`src/hdl/ssd_pkg.sv`:
```
`timescale 1ns / 1ps
// ----------------------------------------------------------------------------
// ssd_pkg
// Shared widths and request codes for the sorted set difference core.
// ----------------------------------------------------------------------------
package ssd_pkg;

   // element and result count widths
   localparam int DATA_W  = 32;
   localparam int COUNT_W = 6;

   // request command codes
   localparam logic [1:0] CMD_APPEND_A = 2'd0;
   localparam logic [1:0] CMD_APPEND_B = 2'd1;
   localparam logic [1:0] CMD_RUN      = 2'd2;

endpackage

```
`src/hdl/ssd_mem.sv`:
```
`timescale 1ns / 1ps
// ----------------------------------------------------------------------------
// ssd_mem
// Single-port-write, single-port-read synchronous RAM with registered read
// data. Contents are undefined until written.
// ----------------------------------------------------------------------------
module ssd_mem import ssd_pkg::*; #(
   parameter int DEPTH  = 32,
   parameter int ADDR_W = 5
) (
   input  logic              clock,
   input  logic              wr_en,
   input  logic [ADDR_W-1:0] wr_addr,
   input  logic [DATA_W-1:0] wr_data,
   input  logic [ADDR_W-1:0] rd_addr,
   output logic [DATA_W-1:0] rd_data
);

   logic [DATA_W-1:0] mem [DEPTH];
   logic [DATA_W-1:0] rd_data_ff;

   // write port
   always_ff @(posedge clock) begin
      if (wr_en) begin
         mem[wr_addr] <= wr_data;
      end
   end

   // registered read port
   always_ff @(posedge clock) begin
      rd_data_ff <= mem[rd_addr];
   end

   assign rd_data = rd_data_ff;

endmodule

```
`src/hdl/sorted_set_difference_core.sv`:
```
`timescale 1ns / 1ps
// ----------------------------------------------------------------------------
// sorted_set_difference_core
// Appends elements to two stores (A, B); a run request merges them with two
// pointers and returns A minus B in merge order, then clears both stores.
// ----------------------------------------------------------------------------
// Appends: busy stays low, so appends go back to back.
// A run: each merge step is a RAM read state (ST_MRD) then a compare and
// write back state (ST_MCMP), at most count_a + count_b steps, then results
// are read out from the store A read port.
// Results stream one per cycle once emission starts; the receiver cannot stall.
// Reset: synchronous, active high; clears counts, drop flag and control state.
// Store contents are not cleared.
// ----------------------------------------------------------------------------
module sorted_set_difference_core import ssd_pkg::*; #(
   parameter int DEPTH = 32
) (
   input  logic                      clock,
   input  logic                      reset,
   input  logic                      start,
   output logic                      busy,
   input  logic [1:0]                req_cmd,
   input  logic signed [DATA_W-1:0]  req_value,
   output logic                      rsp_strobe,
   output logic signed [DATA_W-1:0]  rsp_element,
   output logic [COUNT_W-1:0]        rsp_result_count,
   output logic                      rsp_is_empty,
   output logic                      rsp_overflowed,
   output logic                      rsp_last_item
);

   localparam int AW = (DEPTH > 1) ? $clog2(DEPTH) : 1;
   localparam int CW = $clog2(DEPTH + 1);
   localparam logic [CW-1:0] FULL = CW'(DEPTH);

   typedef enum logic [2:0] {
      ST_IDLE,
      ST_MRD,
      ST_MCMP,
      ST_EMIT,
      ST_FIN
   } state_type;

   state_type         state_ff;
   logic [CW-1:0]     count_a_ff, count_b_ff;
   logic              drop_ff;
   logic [CW-1:0]     ia_ff, ib_ff, n_ff, k_ff;
   logic              strobe_ff, empty_ff, last_ff;

   logic              a_wr_en, b_wr_en;
   logic [AW-1:0]     a_wr_addr, a_rd_addr;
   logic [DATA_W-1:0] a_wr_data, a_rd_data, b_rd_data;
   logic              accept;
   logic              b_live, heads_eq, a_less;
   logic              emit_last;

   assign accept = start && (state_ff == ST_IDLE);
   assign busy   = (state_ff != ST_IDLE);

   // merge decision on registered RAM outputs
   assign b_live    = (ib_ff < count_b_ff);
   assign heads_eq  = (a_rd_data == b_rd_data);
   assign a_less    = !b_live || ($signed(a_rd_data) < $signed(b_rd_data));
   assign emit_last = (CW'(k_ff + 1'b1) == n_ff);

   // store A port muxing: append in idle, compaction write during merge
   always_comb begin
      a_wr_en   = 1'b0;
      a_wr_addr = count_a_ff[AW-1:0];
      a_wr_data = req_value;
      if (accept && (req_cmd == CMD_APPEND_A) && (count_a_ff < FULL)) begin
         a_wr_en = 1'b1;
      end else if ((state_ff == ST_MCMP) && !(b_live && heads_eq) && a_less) begin
         a_wr_en   = 1'b1;
         a_wr_addr = n_ff[AW-1:0];
         a_wr_data = a_rd_data;
      end
      a_rd_addr = (state_ff == ST_EMIT) ? k_ff[AW-1:0] : ia_ff[AW-1:0];
   end

   assign b_wr_en = accept && (req_cmd == CMD_APPEND_B) && (count_b_ff < FULL);

   ssd_mem #(.DEPTH(DEPTH), .ADDR_W(AW)) u_store_a (
      .clock   (clock),
      .wr_en   (a_wr_en),
      .wr_addr (a_wr_addr),
      .wr_data (a_wr_data),
      .rd_addr (a_rd_addr),
      .rd_data (a_rd_data)
   );

   ssd_mem #(.DEPTH(DEPTH), .ADDR_W(AW)) u_store_b (
      .clock   (clock),
      .wr_en   (b_wr_en),
      .wr_addr (count_b_ff[AW-1:0]),
      .wr_data (req_value),
      .rd_addr (ib_ff[AW-1:0]),
      .rd_data (b_rd_data)
   );

   // control state machine with registered result flags
   always_ff @(posedge clock) begin
      if (reset) begin
         state_ff   <= ST_IDLE;
         count_a_ff <= '0;
         count_b_ff <= '0;
         drop_ff    <= 1'b0;
         ia_ff      <= '0;
         ib_ff      <= '0;
         n_ff       <= '0;
         k_ff       <= '0;
         strobe_ff  <= 1'b0;
         empty_ff   <= 1'b0;
         last_ff    <= 1'b0;
      end else begin
         strobe_ff <= 1'b0;
         case (state_ff)
            ST_IDLE: begin
               if (accept) begin
                  case (req_cmd)
                     CMD_APPEND_A: begin
                        if (count_a_ff < FULL) count_a_ff <= CW'(count_a_ff + 1'b1);
                        else                   drop_ff    <= 1'b1;
                     end
                     CMD_APPEND_B: begin
                        if (count_b_ff < FULL) count_b_ff <= CW'(count_b_ff + 1'b1);
                        else                   drop_ff    <= 1'b1;
                     end
                     CMD_RUN: begin
                        ia_ff    <= '0;
                        ib_ff    <= '0;
                        n_ff     <= '0;
                        state_ff <= ST_MRD;
                     end
                     default: ;
                  endcase
               end
            end
            // read heads at ia / ib, or finish the merge
            ST_MRD: begin
               if (ia_ff < count_a_ff) begin
                  state_ff <= ST_MCMP;
               end else if (n_ff == '0) begin
                  strobe_ff <= 1'b1;
                  empty_ff  <= 1'b1;
                  last_ff   <= 1'b1;
                  state_ff  <= ST_FIN;
               end else begin
                  k_ff     <= '0;
                  state_ff <= ST_EMIT;
               end
            end
            // compare heads; picked A elements are compacted to A[n]
            ST_MCMP: begin
               if (b_live && heads_eq) begin
                  ia_ff <= CW'(ia_ff + 1'b1);
                  ib_ff <= CW'(ib_ff + 1'b1);
               end else if (a_less) begin
                  n_ff  <= CW'(n_ff + 1'b1);
                  ia_ff <= CW'(ia_ff + 1'b1);
               end else begin
                  ib_ff <= CW'(ib_ff + 1'b1);
               end
               state_ff <= ST_MRD;
            end
            // stream compacted A[0..n-1], one read per cycle
            ST_EMIT: begin
               strobe_ff <= 1'b1;
               empty_ff  <= 1'b0;
               last_ff   <= emit_last;
               k_ff      <= CW'(k_ff + 1'b1);
               if (emit_last) state_ff <= ST_FIN;
            end
            // final result is on the ports; clear the stores
            ST_FIN: begin
               count_a_ff <= '0;
               count_b_ff <= '0;
               drop_ff    <= 1'b0;
               state_ff   <= ST_IDLE;
            end
            default: state_ff <= ST_IDLE;
         endcase
      end
   end

   // result ports
   assign rsp_strobe       = strobe_ff;
   assign rsp_element      = empty_ff ? '0 : $signed(a_rd_data);
   assign rsp_result_count = COUNT_W'(n_ff);
   assign rsp_is_empty     = empty_ff;
   assign rsp_overflowed   = drop_ff;
   assign rsp_last_item    = last_ff;

   // checks
   a_strobe_busy: assert property (@(posedge clock) disable iff (reset)
      strobe_ff |-> (state_ff != ST_IDLE))
      else $error("result strobe outside a run");

   a_empty_last: assert property (@(posedge clock) disable iff (reset)
      (strobe_ff && empty_ff) |-> last_ff)
      else $error("empty result not marked last");

   a_compact_safe: assert property (@(posedge clock) disable iff (reset)
      (state_ff == ST_MCMP) |-> (n_ff <= ia_ff))
      else $error("compaction write overtakes read pointer");

   a_count_bound: assert property (@(posedge clock) disable iff (reset)
      (count_a_ff <= FULL) && (count_b_ff <= FULL))
      else $error("store count beyond depth");

   a_last_idle: assert property (@(posedge clock) disable iff (reset)
      (strobe_ff && last_ff) |=> (state_ff == ST_IDLE) && !strobe_ff)
      else $error("run did not end after last result");

endmodule
```
`config.mk`:
```
export PLATFORM = sky130hd
export DESIGN_NAME = sorted_set_difference_core
export DESIGN_NICKNAME = d
export VERILOG_FILES = /design/src/hdl/ssd_pkg.sv /design/src/hdl/ssd_mem.sv /design/src/hdl/sorted_set_difference_core.sv
export SDC_FILE = /design/constraint.sdc
export NUM_CORES = 2
export LEC_CHECK = 0
export ABC_AREA = 1
export BUFFER_PORTS_ARGS = -buffer_cell sky130_fd_sc_hd__buf_4
export CAP_MARGIN = 10
export CORE_ASPECT_RATIO = 1.1
export CORE_MARGIN = 1.5
export CORE_UTILIZATION = 63
export CTS_CLUSTER_DIAMETER = 150
export DETAILED_ROUTE_END_ITERATION = 16
export GPL_TIMING_DRIVEN = 0
export HOLD_SLACK_MARGIN = 0.06
export PLACE_DENSITY_LB_ADDON = 0.1
export SLEW_MARGIN = 15
export SYNTH_ARGS = -nofsm -noshare
export SYNTH_HDL_FRONTEND = slang
export SYNTH_SLANG_ARGS = --single-unit
```
`constraint.sdc`:
```
create_clock -name clock -period 4.42 [get_ports clock]
set_input_delay 0.442 -clock clock [delete_from_list [all_inputs] [get_ports clock]]
set_output_delay 0.442 -clock clock [all_outputs]
set_load 0.02 [all_outputs]
```
==> metrics.md <==
| Metric | Value |
|---|---|
| Inst Count DP | between 8,000 and 9,000 |
| PwrDens | 487 nW/um^2 |
| Post-CTS sizing | 0 |
| Status | finished clean |
| PnR worst setup slack | 335 ps |
| Nets | ~7,000 |
| Post-synth EDFFs | around 2,000 |
| CP Class | flip-flop to flip-flop |
| Port-buffer cells | 79 |
| Part of the cycle the worst path needs | between 90 and 100% |
| Gate Count Post-Synth | around 6,500 |
| First-pass GRT wire length | roughly 410,000 um |
| Slowest library cell on the worst path | nor2_4 |
| Post-DP HPWL | 203,000 um |
| Via density | slightly below 7 |
| Die Footprint | 138,000 sq um |
| Synth top area cells | edfxtp_1 (72%), nor2_1 (5.2%), o21ai_0 (4.4%), o221ai_1 (3.6%), dfxtp_1 (2.5%) |
| GP Congestion | between 0.9 and 1 |
| Fin cells | slightly below 9,000 |
| Utilization after layout | between 70% and 80% |
| Yosys warning count | 0 |
| CP Capture Type | flip-flop |
| Hold Vio Cnt, Final | 0 |
| Slew Limit Fails | 0 |
| Area Overhead vs Synth | 14.9% |
| TritonCTS Buffers | 201 |
| Die H | roughly 390 um |
| # setup viols final | 0 |
| Worst Setup Start Kind | flip-flop |
| CP arrival | 4650 ps |
| Largest net degree at the start of global routing | 34 |
| Vias in the first global route | 57,700 |
| Peak Freq | roughly 240 MHz |
| Drt first-iter violations | roughly 11,000 |
| Static leakage power | 0.0322 uW |
| Antenna Nets Post-Route | 0 |
| CP top delay family | simple AND/OR/NAND/NOR gates |
| Seq/Total Area, Yosys | about 74% |
| Clock Skew | approximately 25 ps |
| Drt pass-1 iters | 9 |
| Synth area leader | edfxtp_1 |
| Syn Nets | ~6,500 |
| Post-synth top area share | between 70 and 80% |
| Hold crit path type | input port to flip-flop |
| Post-synth top cells | edfxtp_1 (2,048), nor2_1 (1,178), o21ai_0 (762) |
| Wirelength per Cell | roughly 34 um |
| Worst path max stage delay | around 750 ps |
| Width of the die | roughly 350 um |
| Via count | 60,500 |
| Drt drc | 0 |
| CP bufs+invs | 4 |
| GR Util met3 | under 10% |
| Placed instance area | between 90,000 and 100,000 sq um |
| Core ar. | ~130,000 sq um |
| I/O pin count | 80 |
| Seq cells post-synth | between 2,000 and 2,500 |
| Routed wire length | ~300,000 um |
| Worst-path clk slew | approximately 60 ps |
| Grt ovf | 0 |
| Max-cap violations | 0 |
| Post-CTS Hold Buffers | 15 |
| Mean cell area of the mapped netlist | ~13 sq um |
| Worst Path Max Fanout | 14 |
| Required time worst endpoint | between 4000 and 5000 ps |
| Mapped Area | around 86,000 sq um |
| Post-CTS setup buffers | 0 |
| GR peak layer | met2 |
| Rows | 141 |
| Initial Utilization | about 64% |
| Slew @ Worst Pin | 1350 ps |
| CTS tree | yes |
| Setup WS pre-CTS | around 390 ps |
| Critical path, cell by cell | inv_1, ha_1, nand2_1, nor2_1, nand4_1, nor2_4, nand2_2, nand4_1, nand3_4, nand2_4, buf_8, nand2_2, nand2_4, nand3_4, nor2_4, buf_16, buf_16 |
| Met1 Use GR | a little over half |
| Worst skew pair latency | 860 ps |
| Worst vdd ir | 0.513 mV |
| Tmin final | roughly 4000 ps |
| Initial antenna violation count | 6 |
| H-tree Lvls | 4 |
| Post-route cell area | between 90,000 and 100,000 sq um |
| Async set-reset flop share out of synthesis | 0% |
| CTS root buf | clkbuf_16 |
| Layout cells sized above 1 | about 11% |
| Met2 usage | roughly two thirds |
| Clock Sinks | between 2,000 and 2,500 |
| Tot Pwr | about 48,000 uW |
| Global-route usage over all layers | a little over two fifths |
| Rel. slew slack | under 10% |
| RSZ-0062 raised after global routing | no |
| Most instantiated library cell after synthesis | edfxtp_1 |
| Count of unique library cells instantiated by Yosys | 47 |
| Top_reg_cell synth | edfxtp_1 |
| Max clock buf depth | 3 |
-- sequential cells by signal (all words and copies together), names as in the netlist, 32 cells and up --
register / count
u_store_b.mem: 1024
u_store_b.rd_data: 32
u_store_a.rd_data: 32
u_store_a.mem: 1024
-- cell type report --
| cell class | count | area (sq um) |
|---|---|---|
| Clock inverter | 125 | 1120 |
| Inverter | 172 | 648 |
| Timing Repair Buffer | 210 | 3300 |
| Buffer | 448 | 1910 |
| Fill cell | 8714 | 36100 |
| Clock buffer | 252 | 5370 |
| Antenna cell | 2 | 5.00 |
| Tap cell | 1787 | 2240 |
| Multi-Input combinational cell | 3680 | 20400 |
| Sequential cell | 2155 | 63600 |
-- through the flow --
stage | setup TNS [ps] | hold WS, ps
floorplan | 0 | 453
global placement | -4604800 | 462
detailed placement | 0 | 466
CTS | 0 | 60.1
global route | 0 | 70.2
finish | 0 | 83.3
-- kinds of logic (layout without fill, tap and decap cells) --
kind of cell | Yosys count | in the layout | share of synthesized area, %
xor+xnor | 17 | 17 | 0.173
fa+ha+maj | 52 | 52 | 0.758
compound gates | 1742 | 1742 | 12.9
simple gates | 1869 | 1869 | 9.02
other cells | 0 | 2 | 0
flops | 2155 | 2155 | 74.1
buf+inv | 620 | 1207 | 2.98
-- placed cells by master (no fill, tap or decap), types with 26 or more instances in the layout --
cell / n
dfxtp_1: 107
buf_16: 43
buf_2: 119
o211ai_1: 34
clkinv_2: 39
o21bai_1: 256
o221ai_1: 353
buf_4: 92
o21a_1: 34
o22ai_1: 160
nand2_1: 326
inv_1: 160
nor2_1: 1114
o21ai_1: 84
nand3_1: 262
o21ai_0: 730
buf_1: 26
buf_12: 61
nor2_4: 67
clkinv_1: 56
ha_1: 52
edfxtp_1: 2048
a21oi_1: 45
clkbuf_16: 207
nand4_1: 48
clkbuf_1: 328
-- layer usage --
metal  routed length [um]  vias to the layer above
met1                95400                    29200
li1                     -                    25100
met3                37800                     1149
met4                30100                        6
met5                   45                        -
met2               135000                     5116
-- worst register-to-register path, cell delays in order (launching register included) --
cell     delay (ps)
dfxtp_1         350
inv_1            50
ha_1            290
nand2_1         100
nor2_1          220
nand4_1         300
nor2_4          230
nand2_2          80
nand4_1         130
nand3_4         120
nand2_4         140
buf_8           180
nand2_2          90
nand2_4          90
nand3_4         240
nor2_4          750
buf_16          240
buf_16          180
-- path summary, 6_finish.rpt --
kind / from / end / slack, ps / cells past startpoint
setup / recovery: u_store_b.rd_data[15] / u_store_a.mem[14][4] / 330 / 17
hold / removal: req_value[15] / u_store_b.mem[19][15] / 80 / 1
setup reg to reg: u_store_b.rd_data[15] / u_store_a.mem[14][4] / 330 / 17
hold reg to reg: rsp_overflowed / rsp_overflowed / 460 / 2
-- power breakdown --
part | switching (uW) | internal [uW] | total (uW)
Clock | 7570 | 9750 | 17300
Combinational | 5840 | 1970 | 7810
Sequential | 166 | 22700 | 22900
Total | 13600 | 34400 | 48000
Note: power is estimated with default switching activity, not from simulation.
